--- config.mk ---
export PLATFORM = sky130hd
export DESIGN_NAME = earom_controller_unit
export DESIGN_NICKNAME = d
export VERILOG_FILES = /design/src/hw/rtl/earom_pkg.sv /design/src/hw/rtl/earom_controller_unit.sv /design/src/hw/rtl/earom_ram.sv /design/src/hw/rtl/earom_datapath.sv /design/src/hw/rtl/earom_ctrl.sv
export SDC_FILE = /design/constraint.sdc
export NUM_CORES = 1
export LEC_CHECK = 0
export ABC_AREA = 1
export BUFFER_PORTS_ARGS = -buffer_cell sky130_fd_sc_hd__buf_4
export CORE_ASPECT_RATIO = 0.8
export CORE_UTILIZATION = 60
export CTS_BUF_LIST = sky130_fd_sc_hd__clkbuf_2
export CTS_CLUSTER_DIAMETER = 60
export DETAILED_ROUTE_END_ITERATION = 8
export PLACE_DENSITY = 0.76
export RECOVER_POWER = 100
export SLEW_MARGIN = 30
export SYNTH_ARGS = -nofsm -noshare
export SYNTH_HDL_FRONTEND = slang
export SYNTH_SLANG_ARGS = --single-unit
export TNS_END_PERCENT = 30
--- constraint.sdc ---
create_clock -name clock -period 2.4 [get_ports clock]
set_input_delay 0.12 -clock clock [delete_from_list [all_inputs] [get_ports clock]]
set_output_delay 0.12 -clock clock [all_outputs]
set_load 0.05 [all_outputs]
--- src/hw/rtl/earom_pkg.sv ---
// Shared types, codes and constants of the EAROM controller.
`timescale 1ns / 1ps

package earom_pkg;

   localparam int CELLS_DEFAULT = 64;
   localparam int ADDR_W        = 6;
   localparam int DATA_W        = 8;
   localparam int CTRL_W        = 5;

   // Request type codes.
   localparam logic [1:0] REQ_LATCH = 2'd0;
   localparam logic [1:0] REQ_CTRL  = 2'd1;
   localparam logic [1:0] REQ_READ  = 2'd2;

   // Bit positions in the control register.
   localparam int CB_CK  = 0;
   localparam int CB_C1  = 1;
   localparam int CB_C2  = 2;
   localparam int CB_CS1 = 3;
   localparam int CB_CS2 = 4;

   localparam logic [DATA_W-1:0] ERASED = 8'hff;

   typedef struct packed {
      logic clear_step;
      logic latch_load;
      logic ctrl_load;
      logic mem_erase;
      logic mem_and;
      logic latch_from_mem;
      logic rsp_load;
   } cmd_type;

   typedef struct packed {
      logic clear_done;
      logic op_read;
      logic op_rmw;
      logic op_erase;
   } stat_type;

endpackage

--- src/hw/rtl/earom_controller_unit.sv ---
// Top level of the EAROM controller: controller and datapath joined.
//
//   channel   direction  handshake             payload
//   req       in         req_valid/req_stall   req_type, req_addr, req_value
//   rsp       out        rsp_valid/rsp_stall   rsp_read_data
//
// After reset a clearing pass writes 0xFF to every cell, with req stalled.
// Latch, data read, mode-only control words and erases are answered from the idle state;
// a control word that reads a cell or does a write (read, AND, write back) goes on to a
// READ or RMW state, needed by the registered read port of the cell store.
// One word is worked at a time; a result held by rsp_stall stalls req, and the next
// word is taken no earlier than the cycle in which the waiting result leaves.
`timescale 1ns / 1ps

module earom_controller_unit #(
   parameter int CELLS = earom_pkg::CELLS_DEFAULT
) (
   input  logic                          clock,
   input  logic                          reset,
   input  logic                          req_valid,
   output logic                          req_stall,
   input  logic [1:0]                    req_type,
   input  logic [earom_pkg::ADDR_W-1:0]  req_addr,
   input  logic [earom_pkg::DATA_W-1:0]  req_value,
   output logic                          rsp_valid,
   input  logic                          rsp_stall,
   output logic [earom_pkg::DATA_W-1:0]  rsp_read_data
);

   earom_pkg::cmd_type  cmd;
   earom_pkg::stat_type stat;

   earom_sequencer u_ctrl (
      .clock     (clock),
      .reset     (reset),
      .req_valid (req_valid),
      .req_stall (req_stall),
      .req_type  (req_type),
      .rsp_valid (rsp_valid),
      .rsp_stall (rsp_stall),
      .cmd       (cmd),
      .stat      (stat)
   );

   earom_datapath #(
      .CELLS (CELLS)
   ) u_datapath (
      .clock         (clock),
      .reset         (reset),
      .cmd           (cmd),
      .stat          (stat),
      .req_addr      (req_addr),
      .req_value     (req_value),
      .rsp_read_data (rsp_read_data)
   );

endmodule

--- src/hw/rtl/earom_ram.sv ---
// Generic single-write, single-read RAM with registered read data.
`timescale 1ns / 1ps

module earom_ram #(
   parameter int WIDTH = 8,
   parameter int DEPTH = 64
) (
   input  logic                     clock,
   input  logic                     wr_en,
   input  logic [$clog2(DEPTH)-1:0] wr_addr,
   input  logic [WIDTH-1:0]         wr_data,
   input  logic [$clog2(DEPTH)-1:0] rd_addr,
   output logic [WIDTH-1:0]         rd_data
);

   logic [WIDTH-1:0] mem_ff [DEPTH];
   logic [WIDTH-1:0] rd_data_ff;

   always_ff @(posedge clock) begin
      if (wr_en) begin
         mem_ff[wr_addr] <= wr_data;
      end
      rd_data_ff <= mem_ff[rd_addr];
   end

   assign rd_data = rd_data_ff;

endmodule

--- src/hw/rtl/earom_datapath.sv ---
// Datapath: latches, control register, control decode and the cell store.
`timescale 1ns / 1ps

module earom_datapath #(
   parameter int CELLS = earom_pkg::CELLS_DEFAULT
) (
   input  logic                             clock,
   input  logic                             reset,
   input  earom_pkg::cmd_type               cmd,
   output earom_pkg::stat_type              stat,
   input  logic [earom_pkg::ADDR_W-1:0]     req_addr,
   input  logic [earom_pkg::DATA_W-1:0]     req_value,
   output logic [earom_pkg::DATA_W-1:0]     rsp_read_data
);

   localparam int IDX_W = (CELLS > 1) ? $clog2(CELLS) : 1;
   localparam int MOD_W = IDX_W + 7;

   logic [IDX_W-1:0]               idx_ff, idx_in;
   logic [IDX_W-1:0]               clr_ff, clr_in;
   logic [earom_pkg::DATA_W-1:0]   data_latch_ff, data_latch_in;
   logic [earom_pkg::CTRL_W-1:0]   ctrl_ff, ctrl_in;
   logic [earom_pkg::DATA_W-1:0]   read_data_ff, read_data_in;
   logic [earom_pkg::CTRL_W-1:0]   ctrl_mid;
   logic                           sel, fall, changed, act, c1, c2;
   logic                           wr_en;
   logic [IDX_W-1:0]               wr_addr;
   logic [earom_pkg::DATA_W-1:0]   wr_data;
   logic [earom_pkg::DATA_W-1:0]   rd_data;

   // Address modulo the store depth by restoring compare and subtract.
   function automatic logic [IDX_W-1:0] cell_of(input logic [earom_pkg::ADDR_W-1:0] a);
      logic [MOD_W-1:0] r;
      r = MOD_W'(a);
      for (int k = earom_pkg::ADDR_W - 1; k >= 0; k--) begin
         if (r >= (MOD_W'(CELLS) << k)) begin
            r = r - (MOD_W'(CELLS) << k);
         end
      end
      return r[IDX_W-1:0];
   endfunction

   // Control byte decode; the clock bit keeps its old value for the mode step.
   always_comb begin
      ctrl_mid = '0;
      ctrl_mid[earom_pkg::CB_CK]  = ctrl_ff[earom_pkg::CB_CK];
      ctrl_mid[earom_pkg::CB_C1]  = ~req_value[2];
      ctrl_mid[earom_pkg::CB_C2]  = req_value[1];
      ctrl_mid[earom_pkg::CB_CS1] = req_value[3];
      ctrl_mid[earom_pkg::CB_CS2] = 1'b1;
      sel     = req_value[3];
      c1      = ~req_value[2];
      c2      = req_value[1];
      changed = (ctrl_mid != ctrl_ff);
      fall    = ctrl_ff[earom_pkg::CB_CK] & ~req_value[0];
      // Acting twice on the same cell gives the same result as acting once.
      act     = sel & (changed | fall);
      stat.op_read  = sel & fall & c1;
      stat.op_rmw   = act & ~c1 & ~c2;
      stat.op_erase = act & ~c1 & c2;
      stat.clear_done = (clr_ff == IDX_W'(CELLS - 1));
   end

   always_comb begin
      idx_in        = idx_ff;
      data_latch_in = data_latch_ff;
      ctrl_in       = ctrl_ff;
      clr_in        = clr_ff;
      read_data_in  = read_data_ff;
      if (cmd.clear_step) begin
         clr_in = clr_ff + IDX_W'(1);
      end
      if (cmd.latch_load) begin
         idx_in        = cell_of(req_addr);
         data_latch_in = req_value;
      end
      if (cmd.latch_from_mem) begin
         data_latch_in = rd_data;
      end
      if (cmd.ctrl_load) begin
         ctrl_in = {ctrl_mid[earom_pkg::CTRL_W-1:1], req_value[0]};
      end
      if (cmd.rsp_load) begin
         read_data_in = data_latch_in;
      end
   end

   always_comb begin
      wr_en   = cmd.clear_step | cmd.mem_erase | cmd.mem_and;
      wr_addr = cmd.clear_step ? clr_ff : idx_ff;
      wr_data = cmd.mem_and ? (rd_data & data_latch_ff) : earom_pkg::ERASED;
   end

   always_ff @(posedge clock) begin
      if (reset) begin
         idx_ff        <= '0;
         clr_ff        <= '0;
         data_latch_ff <= '0;
         ctrl_ff       <= '0;
      end else begin
         idx_ff        <= idx_in;
         clr_ff        <= clr_in;
         data_latch_ff <= data_latch_in;
         ctrl_ff       <= ctrl_in;
      end
   end

   always_ff @(posedge clock) begin
      read_data_ff <= read_data_in;
   end

   earom_ram #(
      .WIDTH (earom_pkg::DATA_W),
      .DEPTH (CELLS)
   ) u_store (
      .clock   (clock),
      .wr_en   (wr_en),
      .wr_addr (wr_addr),
      .wr_data (wr_data),
      .rd_addr (idx_ff),
      .rd_data (rd_data)
   );

   assign rsp_read_data = read_data_ff;

endmodule

--- src/hw/rtl/earom_ctrl.sv ---
// Controller state machine: clearing pass, access sequencing and output word.
`timescale 1ns / 1ps

module earom_sequencer (
   input  logic                 clock,
   input  logic                 reset,
   input  logic                 req_valid,
   output logic                 req_stall,
   input  logic [1:0]           req_type,
   output logic                 rsp_valid,
   input  logic                 rsp_stall,
   output earom_pkg::cmd_type   cmd,
   input  earom_pkg::stat_type  stat
);

   localparam logic [1:0] ST_CLEAR = 2'd0;
   localparam logic [1:0] ST_IDLE  = 2'd1;
   localparam logic [1:0] ST_READ  = 2'd2;
   localparam logic [1:0] ST_RMW   = 2'd3;

   logic [1:0] state_ff, state_in;
   logic       rsp_valid_ff, rsp_valid_in;
   logic       accept;

   assign req_stall = (state_ff != ST_IDLE) || (rsp_valid_ff && rsp_stall);
   assign accept    = req_valid && !req_stall;

   always_comb begin
      cmd      = '0;
      state_in = state_ff;
      unique case (state_ff)
         ST_CLEAR: begin
            cmd.clear_step = 1'b1;
            if (stat.clear_done) begin
               state_in = ST_IDLE;
            end
         end
         ST_IDLE: begin
            if (accept) begin
               unique case (req_type)
                  earom_pkg::REQ_LATCH: begin
                     cmd.latch_load = 1'b1;
                     cmd.rsp_load   = 1'b1;
                  end
                  earom_pkg::REQ_CTRL: begin
                     cmd.ctrl_load = 1'b1;
                     if (stat.op_read) begin
                        state_in = ST_READ;
                     end else if (stat.op_rmw) begin
                        state_in = ST_RMW;
                     end else begin
                        cmd.mem_erase = stat.op_erase;
                        cmd.rsp_load  = 1'b1;
                     end
                  end
                  default: begin
                     cmd.rsp_load = 1'b1;
                  end
               endcase
            end
         end
         ST_READ: begin
            cmd.latch_from_mem = 1'b1;
            cmd.rsp_load       = 1'b1;
            state_in           = ST_IDLE;
         end
         ST_RMW: begin
            cmd.mem_and  = 1'b1;
            cmd.rsp_load = 1'b1;
            state_in     = ST_IDLE;
         end
      endcase
   end

   // The output word is free whenever a new access is taken, so a load never overwrites.
   assign rsp_valid_in = cmd.rsp_load | (rsp_valid_ff & rsp_stall);

   always_ff @(posedge clock) begin
      if (reset) begin
         state_ff     <= ST_CLEAR;
         rsp_valid_ff <= 1'b0;
      end else begin
         state_ff     <= state_in;
         rsp_valid_ff <= rsp_valid_in;
      end
   end

   assign rsp_valid = rsp_valid_ff;

endmodule
* Word level (Yosys, flattened, before mapping) *
Memory sizes are Yosys's and may differ from the RTL's. A register that Yosys moved wholly into a read port is not among the register bits.
Cells that the tools add are included.

word-level totals
  bits in registers = 36
  bits in latches = 0
  bits in writable memories = 512
  bits in read-only memories = 0
  bits of input ports = 20
  output and inout bits = 10
  word-level logic and storage cells = 70
  memories kept = 1

cells by class
  add/subtract/negate cells = 1
  $mul = 0
  divide/modulo/power cells = 0
  magnitude comparators = 0
  equality and inequality tests = 11
  shift operators = 0
  muxes and demuxes = 26
  bitwise logic cells = 16
  reductions and logical operators = 8

memory list
  name                       depth  bits a word  rd ports  clocked after Yosys merged registers in  wr ports  line             text
  u_datapath.u_store.mem_ff  64     8            1         1                                        1         earom_ram.sv:16  logic [WIDTH-1:0] mem_ff [DEPTH];

operators by type and width
  cell                                                 count
  2-to-1 mux 8 bit                                     3
  2-to-1 mux 1 bit                                     12
  2-to-1 mux 2 bit                                     6
  bitwise AND 1 bit                                    8
  bitwise AND 8 bit                                    1
  adder 6 x 1 -> 6 bit, second input constant          1
  equality test 6 bit, second input constant           1
  2-to-1 mux 3 bit                                     2
  2-to-1 mux 6 bit                                     1
  case mux 2 bit (3 select lines)                      1
  equality test 2 x 1 -> 1 bit, second input constant  2
  equality test 2 bit, second input constant           2
  zero test 2 bit                                      2
  != test 2 x 1 -> 1 bit, second input constant        2
  != test 2 bit, second input constant                 2
  != test 4 bit                                        1
  OR 1 bit                                             4
  AND reduction 4 bit                                  1
  != test 3 bit, second input constant                 1
  inverter 1 bit                                       3
  logical AND 1 bit                                    2
  case mux 1 bit (2 select lines)                      1
  OR reduction 2 bit                                   1
  zero test 1 bit                                      1
  logical OR 1 bit                                     1

* Logic depth before layout (Yosys ltp) *
Gate-level depths: netlist of run 1.

  depth in word-level cells = 15
  gate-level depth with buffers = 12
  gate-level depth less buffers = 12

* Modules after synthesis *
Synthesis of run 1 repeated with hierarchy kept, for this count alone.

second synthesis, totals
  cell total of the unflattened synthesis = 2041
  area, all modules = 23065.9 um^2

modules (own cells, without submodules)
  module           instances  cells each  area each (um^2)  seq. area each (um^2)
  earom_ram        1          1805        21339.2           15534.9
  earom_datapath   1          190         1457.6            740.7
  earom_sequencer  1          46          269.0             60.1

* Least setup slack after synthesis of run 1 *
OpenSTA, ideal clock, no wires.

  path kind = reg-to-reg
  from = register u_ctrl.rsp_valid_ff (netlist: u_ctrl.rsp_valid)
  to = memory u_datapath.u_store.mem_ff[17][0] (enable)
  library setup time = 0.370 ns
  arrival = 1.826 ns
  required time = 2.030 ns
  setup slack = 0.204 ns
  cell stages (with the launch flop) = 12
  buffers on the path = 0
  clock period less this slack = 2.196 ns
  path through = dfxtp_1 nand2_1 inv_1 nor2_2 nand2_2 inv_2 nand2_4 nor2_4 nand3_2 nand3_4 nand2_2 nor2_1

on the way
  cells in the longest elaborated chain, start to end = 10

ends and longest elaborated chain
  what                                    line                  text
  from (decl)                             earom_ctrl.sv:22      logic rsp_valid_ff, rsp_valid_in;
  from (signal assigned)                  earom_ctrl.sv:84      rsp_valid_ff <= rsp_valid_in;
  logical AND 1 bit                       earom_ctrl.sv:25      assign req_stall = (state_ff != ST_IDLE) || (rsp_valid_ff && rsp_stall);
  logical OR 1 bit                        earom_ctrl.sv:25
  zero test 1 bit                         earom_ctrl.sv:26      assign accept = req_valid && !req_stall;
  logical AND 1 bit                       earom_ctrl.sv:26
  2-to-1 mux 3 bit                        earom_ctrl.sv:39      if (accept) begin
  2-to-1 mux 3 bit                        earom_ctrl.sv:31      unique case (state_ff)
  OR 1 bit (2 in a row)                   earom_datapath.sv:89  wr_en = cmd.clear_step | cmd.mem_erase | cmd.mem_and;
  2-to-1 mux 1 bit                        earom_ram.sv:20       if (wr_en) begin
  2-to-1 mux 1 bit (implied by the code)  earom_ram.sv:21       mem_ff[wr_addr] <= wr_data;
  to (decl)                               earom_ram.sv:16

Every way passes these cells.

* Worst setup path in the final report of run 1 *
  from = register u_ctrl.state_ff[0]
  to = memory u_datapath.u_store.mem_ff[19][2] (enable)

on the way
  cells in the longest elaborated chain, start to end = 10
  elaborated cells on any way between the ends = 16
  those cells by class = eq/ne (3); mux (7); bitwise (2); reduce/logical (4)

ends and longest elaborated chain
  what                                    line                  text
  from (decl)                             earom_ctrl.sv:21      logic [1:0] state_ff, state_in;
  from (signal assigned)                  earom_ctrl.sv:83      state_ff <= state_in;
  != test 2 x 1 -> 1 bit                  earom_ctrl.sv:25
  logical OR 1 bit                        earom_ctrl.sv:25
  zero test 1 bit                         earom_ctrl.sv:26
  logical AND 1 bit                       earom_ctrl.sv:26
  2-to-1 mux 3 bit                        earom_ctrl.sv:39
  2-to-1 mux 3 bit                        earom_ctrl.sv:31
  OR 1 bit (2 in a row)                   earom_datapath.sv:89
  2-to-1 mux 1 bit                        earom_ram.sv:20
  2-to-1 mux 1 bit (implied by the code)  earom_ram.sv:21

Several ways; a longest one is shown, not always the timed one.

==> out/qor.yml, run 1 <==
run_status:
  status: "finished with violations"
  violations: "setup timing"
synthesis:
  syn_nets: 2057
  synth.yosys.seq_area_share: 0.717
  syn_inst: 2036
  synth_area_leaders: "edfxtp_1 69%, nand2_1 12%, nand3_1 9.7%"
  synth_seq_cells: 556
  synth_top_area_share: 0.685
  synth_area_leader_cell: "edfxtp_1"
  synth-compound-area-share: 0.0122
  ys_types: 34
  postSynthAreaPerCell_sq_um: 11.2
  ys.flop_type: "edfxtp_1"
  yosys.area_share.simple: 0.241
  yosysWarningCount: 0
  synthAdderAreaFrac: 0.000549
  synthXorXnorAreaFrac: 0
  muxShareOfSynthArea: 0
  async_reset_ff_frac: 0
  synthTopCellsByCount: "720 x nand2_1, 520 x edfxtp_1, 443 x nand3_1"
  synth_top_family_by_area: "simple AND/OR/NAND/NOR gates"
  syn_area_sq_um: 22800
  synth-edff-count: 520
  yosysMostFrequentCell: "nand2_1"
power:
  powerDensity_nw_per_um2: 656
  p_leak_uw: 0.00874
  p_comb_frac: 0.015
  p_total_uw: 17000
  ir_drop_mv: 0.489
  p_sw_frac: 0.230
  pwr-share-seq: 0.614
  p_sw_uw: 3910
  clkPwrFrac: 0.371
  internal-power_uw: 13100
clocking:
  numCtsBuffers: 132
  cts_htree_levels: 4
  clk_path_buf_depth: 3
  cts_tree: "built"
  cts.sinks: 556
  clk_root_buffer_cell: "clkbuf_2"
  path_clk_slew_ns: 0.14
  insertion_delay_ns: 1.14
timing:
  slew_headroom: 0.225
  skew_ns: 0.0935
  fin_crit_ns: 2.43
  finalSetupViolCount: 16
  fmax_mhz: 411
  layout_setup_ws_ns: -0.0316
  drv_slew: 0
  rsz0062_at_grt: "yes"
  holdWs_ns: 0.0536
  fin_crit_sh: 1.01
  worst_slew_pin_slew_ns: 1.16
  hold_viol_final: 0
worst_setup_path:
  r2r_slack_ns: -0.03
  worstSetupStartpointType: "flop"
  crit_fanout: 13
  cp-end-kind: "flop"
  critPathKind: "flop to flop"
  required_ns: 3.20
  worstRegToRegCells: 11
  cp.arrival_ns: 3.23
drt:
  wl_per_cell_um: 21.6
  dr.pass1.iters: 6
  drt_iter0_drc: 2676
  route.detailed.drc: 0
  ant_nets: 0
  routed_wl_mm: 61.4
  avgViaCountPerCell: 6.05
  vias: 17176
floorplan:
  dieArea_sq_um: 38800
  rows: 63
  io_pins: 30
  start_util: 0.612
  core_sq_um: 37200
  die_w_um: 220
  fp.dieH_um: 176
placed_design:
  dp_hpwl_mm: 35.0
  io_buffer_count: 29
  gp_congestion: 0.952
grt:
  first_global_vias: 16300
  grt_pass1_wl_mm: 91.6
  grt_max_degree: 97
  antenna_found_initial: 2
  gr-total-overflow: 0
  grt_usage: 0.320
layout:
  nets: 2270
  drive_gt1_frac: 0.175
  synthToLayoutAreaGrowth_pct: 13.9
  n_fill_cell: 2616
run:
  drv_cap: 0
hold_path:
  min_path_type: "input port to flop"
  whs_path_depth: 6
## what timing repair did
action                                  CTS  global route
hold buffers                             48             0
setup buffers                             1             7
hold endpoints to repair                 44             0
pin swaps                                 1             8
endpoints found under the setup margin   12           452
gates resized for setup                   0            29
## critical path: stages, from the launching register on
cell	delay [ns]
dfxtp_1	0.34
buf_4	0.15
nor2_4	0.24
inv_6	0.13
nor2_2	0.14
a21oi_2	0.07
inv_1	0.10
nand2_1	0.10
nor2_1	0.24
nand2_4	0.20
nor2_1	0.19
buf_4	0.17
## flip-flops by register name (all words and copies together), names as in the netlist
| name | cells |
|---|---|
| u_datapath.clr_ff | 6 |
| u_datapath.u_store.rd_data | 8 |
| u_datapath.ctrl_ff | 5 |
| u_ctrl.state_ff | 2 |
| u_datapath.rsp_read_data | 8 |
| u_ctrl.rsp_valid | 1 |
| u_datapath.u_store.mem_ff | 512 |
| u_datapath.idx_ff | 6 |
| u_datapath.data_latch_ff | 8 |
## kinds of logic (layout without fill, tap and decap cells)
logic type | Yosys count | count (layout)
AOI/OAI and AO/OA | 47 | 47
adders and majority gates | 1 | 1
buffers and inverters | 153 | 469
DFF | 556 | 556
other | 0 | 2
and+or+nand+nor | 1279 | 1279
## cell usage in the layout (no fill, tap or decap), drive strengths merged
cell,count
diode,2
nor3,4
clkinv,43
edfxtp,520
dfxtp,36
nand2,734
o211ai,3
dlygate4sd3,46
a21oi,27
inv,36
nand3,447
a31oi,1
ha,1
clkinvlp,2
buf,137
o21a,1
a211oi,1
nand4,1
nor3b,1
and3,1
o21ai,14
clkbuf,201
bufinv,4
nor2,91
## layer usage
layer  track usage  vias up  part of all wire
met2         0.488     1300              0.46
met5             0        -                 0
met1         0.439     8121              0.38
li1              -     7576                 -
met3        0.0911      179              0.13
met4         0.122        0             0.028
## power groups by stage
| stage | logic (uW) | registers, uW | clock network [uW] |
|---|---|---|---|
| 4_1_cts | 234 | 10400 | 6330 |
| 5_1_grt | 267 | 10400 | 6840 |
| 3_5_place_dp | 181 | 10700 | 0 |
| 3_3_place_gp | 174 | 10700 | 0 |
| 6_report | 257 | 10400 | 6310 |
| 2_1_floorplan | 84.2 | 10700 | 0 |
## final cells by class
cell class                 instances  area, sq um  share of cell area
sequential                       556        16300               0.630
timing repair buffer             195         1710              0.0658
inverter                          37          158             0.00608
multi-input combinational       1327         5870               0.226
clock inverter                    48          299              0.0115
tap                              487          609              0.0235
clock buffer                     189          946              0.0365
antenna                            2         5.00            0.000193
## path summary, 6_finish.rpt
| check | from | end |
|---|---|---|
| setup / recovery | u_ctrl.state_ff[0] | u_datapath.u_store.mem_ff[19][2] |
| hold / removal | req_type[0] | u_datapath.idx_ff[5] |
| setup reg to reg | u_ctrl.state_ff[0] | u_datapath.u_store.mem_ff[19][2] |
| hold reg to reg | u_datapath.clr_ff[1] | u_datapath.clr_ff[1] |
## metrics by stage
step	cell area (sq um)	setup TNS (ns)	std cells	setup WS (ns)	util
after floorplan	22800	0	2036	0.204	-
after CTS	25900	0	2834	0.0304	0.696
final	25900	-0.260	2841	-0.0316	0.697
after global placement	24200	0	2548	0.156	0.650
after global routing	25900	-8.08	2841	-0.101	0.697
after detailed placement	24200	0	2548	0.0831	0.650
Power figures use the tool's default switching activity.
==> run 2: changes to the inputs <==
--- a/config.mk
+++ b/config.mk
@@ -14,8 +14,10 @@
 export DETAILED_ROUTE_END_ITERATION = 8
 export PLACE_DENSITY = 0.76
 export RECOVER_POWER = 100
+export SKIP_LAST_GASP = 1
 export SLEW_MARGIN = 30
 export SYNTH_ARGS = -nofsm -noshare
 export SYNTH_HDL_FRONTEND = slang
+export SYNTH_HIERARCHICAL = 1
 export SYNTH_SLANG_ARGS = --single-unit
 export TNS_END_PERCENT = 30
==> run 2 against run 1 <==
  * The run still ends with setup timing left
  * Wire length decreased by 0.67%
  * Sequential share of layout area decreased by 1.5 points
  * Worst hold slack improved by 0.048 ns
  * Setup slack got worse by 0.17 ns
==> out/qor.yml, run 2 <==
run_status:
  status: "finished with violations"
  violations: "setup timing"
clocking:
  cts_htree_levels: 4  # unchanged
  clk_root_buffer_cell: "clkbuf_2"
  numCtsBuffers: 131  # -0.76%
  clk_path_buf_depth: 3  # unchanged
  path_clk_slew_ns: 0.14  # about the same
  cts_tree: "built"
  insertion_delay_ns: 1.14  # about the same
  cts.sinks: 556  # unchanged
synthesis:
  synthTopCellsByCount: "706 x nand2_1, 520 x edfxtp_1, 444 x nand3_1"
  ys.flop_type: "edfxtp_1"
  syn_area_sq_um: 23100  # +1.2%
  synth.yosys.seq_area_share: 0.708  # -0.00879
  synth-edff-count: 520  # unchanged
  synth_seq_cells: 556  # unchanged
  synth_area_leader_cell: "edfxtp_1"
  async_reset_ff_frac: 0  # unchanged
  yosysMostFrequentCell: "nand2_1"
  ys_types: 33  # -2.9%
  syn_inst: 2041  # +0.25%
  synth_top_area_share: 0.677  # -0.00840
  synth_area_leaders: "edfxtp_1 68%, nand2_1 11%, nand3_1 9.6%"
  syn_nets: 2062  # +0.24%
  yosysWarningCount: 6  # +6
  postSynthAreaPerCell_sq_um: 11.3  # +0.99%
grt:
  gr-total-overflow: 0  # unchanged
  grt_pass1_wl_mm: 91.6  # about the same
  first_global_vias: 16321  # +0.13%
  antenna_found_initial: 2  # unchanged
  grt_usage: 0.313  # -0.00663
  grt_max_degree: 97  # unchanged
drt:
  ant_nets: 0  # unchanged
  avgViaCountPerCell: 5.97  # -1.2%
  wl_per_cell_um: 21.3  # -1.4%
  vias: 17082  # -0.55%
  dr.pass1.iters: 6  # unchanged
  routed_wl_mm: 60.9  # -0.67%
  drt_iter0_drc: 2318  # -13%
  route.detailed.drc: 0  # unchanged
timing:
  skew_ns: 0.137  # +0.0438 ns
  holdWs_ns: 0.102  # +0.0483 ns
  rsz0062_at_grt: "yes"
  slew_headroom: 0.517  # +0.292
  fmax_mhz: 385  # -6.4%
  fin_crit_ns: 2.60  # +0.165 ns
  fin_crit_sh: 1.08  # +0.0689
  finalSetupViolCount: 486  # +470
  drv_slew: 0  # unchanged
  worst_slew_pin_slew_ns: 0.724  # -0.438 ns
  hold_viol_final: 0  # unchanged
  layout_setup_ws_ns: -0.197  # -0.165 ns
placed_design:
  postPlaceCellArea_sq_um: 24400  # +0.97%
  io_buffer_count: 29  # unchanged
  preCtsSetupSlack_ns: -0.109  # -0.192 ns
  gp_congestion: 0.939  # -1.3%
  dp_hpwl_mm: 36.0  # +2.9%
layout:
  design_area_sq_um: 26600  # +2.5%
  largest_reg_flops: 512  # unchanged
  top_register: "u_datapath/u_store/mem_ff"
  synthToLayoutAreaGrowth_pct: 15.3
  final_util: 0.710  # +0.0131
  layout_commonest_cell: "nand2_1"
  drive_gt1_frac: 0.194  # +0.0187
  nets: 2303  # +1.5%
  final_cell_mix: "695 x nand2_1, 520 x edfxtp_1, 441 x nand3_1"
worst_setup_path:
  worstSetupStartpointType: "flop"
  critPathKind: "flop to flop"
  cp.arrival_ns: 3.36  # +0.13 ns
  cp-end-kind: "flop"
  required_ns: 3.16  # -0.04 ns
  crit_fanout: 8  # -5
power:
  ir_drop_mv: 0.676  # +38%
  powerDensity_nw_per_um2: 669  # +2.0%
  p_leak_uw: 0.00895  # +2.3%
run:
  drv_cap: 0  # unchanged
floorplan:
  die_w_um: 221  # +0.61%
  io_pins: 30  # unchanged
  rows: 63  # unchanged
  fp.dieH_um: 177  # +0.61%
  start_util: 0.616  # +0.00368
  dieArea_sq_um: 39200  # +1.2%
  core_sq_um: 37400  # +0.64%
hold_path:
  min_path_type: "input port to flop"
-- run 2: cell types whose count changed after synthesis, moves of 3 or more --
| cell | previous run | this run |
|---|---|---|
| nor2_1 | 88 | 99 |
| nand2_4 | 7 | 1 |
| nand4_1 | 1 | 9 |
| buf_4 | 0 | 15 |
| nor4_1 | 0 | 8 |
| nand2_1 | 720 | 706 |
| nand2_2 | 7 | 1 |
| clkinv_1 | 4 | 1 |
| and2_1 | 0 | 8 |
| buf_1 | 16 | 10 |
| buf_6 | 2 | 37 |
| clkbuf_1 | 44 | 17 |
| buf_2 | 54 | 38 |
-- run 2: kinds of logic (layout without fill, tap and decap cells) --
logic type	after synthesis	after routing	synth area share
and+or+nand+nor	1287	1288	0.238
DFF	556	556	0.708
AOI/OAI and AO/OA	41	41	0.00976
other	0	1	0
adders and majority gates	1	1	0.000542
buffers and inverters	156	487	0.0432
-- run 2: metal layers --
metal | global-route usage | routed length, um | vias up
met1 | 0.434 | 23600 | 8074
li1 | - | - | 7669
met2 | 0.474 | 27500 | 1176
met3 | 0.0791 | 7850 | 161
met5 | 0 | 9 | -
met4 | 0.139 | 2030 | 2
-- run 2: path summary, 6_finish.rpt --
kind | start | to | slack [ns] | depth (start not counted)
setup / recovery | u_datapath/ctrl_ff[2] | u_datapath/u_store/mem_ff[54][0] | -0.20 | 15
hold reg to reg | u_datapath/ctrl_ff[4] | u_datapath/ctrl_ff[4] | 0.46 | 2
setup reg to reg | u_datapath/ctrl_ff[2] | u_datapath/u_store/mem_ff[54][0] | -0.20 | 15
hold / removal | req_type[1] | u_datapath/idx_ff[0] | 0.10 | 6
-- run 2: layout make-up --
cell class | count | area, sq um
antenna | 1 | 2.50
fill | 2512 | 10800
clock buffer | 185 | 926
tap | 487 | 609
timing repair buffer | 227 | 2220
inverter | 36 | 145
clock inverter | 39 | 260
multi-input combinational | 1330 | 6090
sequential | 556 | 16300
-- run 2: critical path: stages, from the launching register on --
cell and delay, ns:
dfxtp_2 0.37, inv_2 0.04, nand2_2 0.06, nand3_2 0.07, o21bai_1 0.19, nor2_1 0.08, inv_1 0.08, nand2_2 0.07
nor2_2 0.12, nand2_1 0.07, nor2_2 0.10, or3_4 0.16, nand4_1 0.13, buf_6 0.19, nor4_2 0.28, buf_4 0.23
-- run 2: power by group --
part           leakage, uW  internal (uW)  switching, uW
clock network     0.000883           2400           3680
logic              0.00466            373            760
registers          0.00340          10500           31.1
-- run 2: per-stage QoR --
stage                     setup TNS (ns)  instances  total power, uW
after floorplan                   -12.74       2041            11300
after global placement                 0       2579            11700
after detailed placement          -12.58       2579            11700
after CTS                         -0.166       2852            17700
after global routing              -90.84       2861            18400
final                             -35.97       2861            17800
-- run 2: what timing repair did --
action	4_1_cts	5_1_grt
hold endpoints to repair	44	0
gates resized for setup	4	109
buffers inserted	0	9
endpoints found under the setup margin	499	518
pin swaps	0	12
hold buffers	49	0
gates cloned	0	1
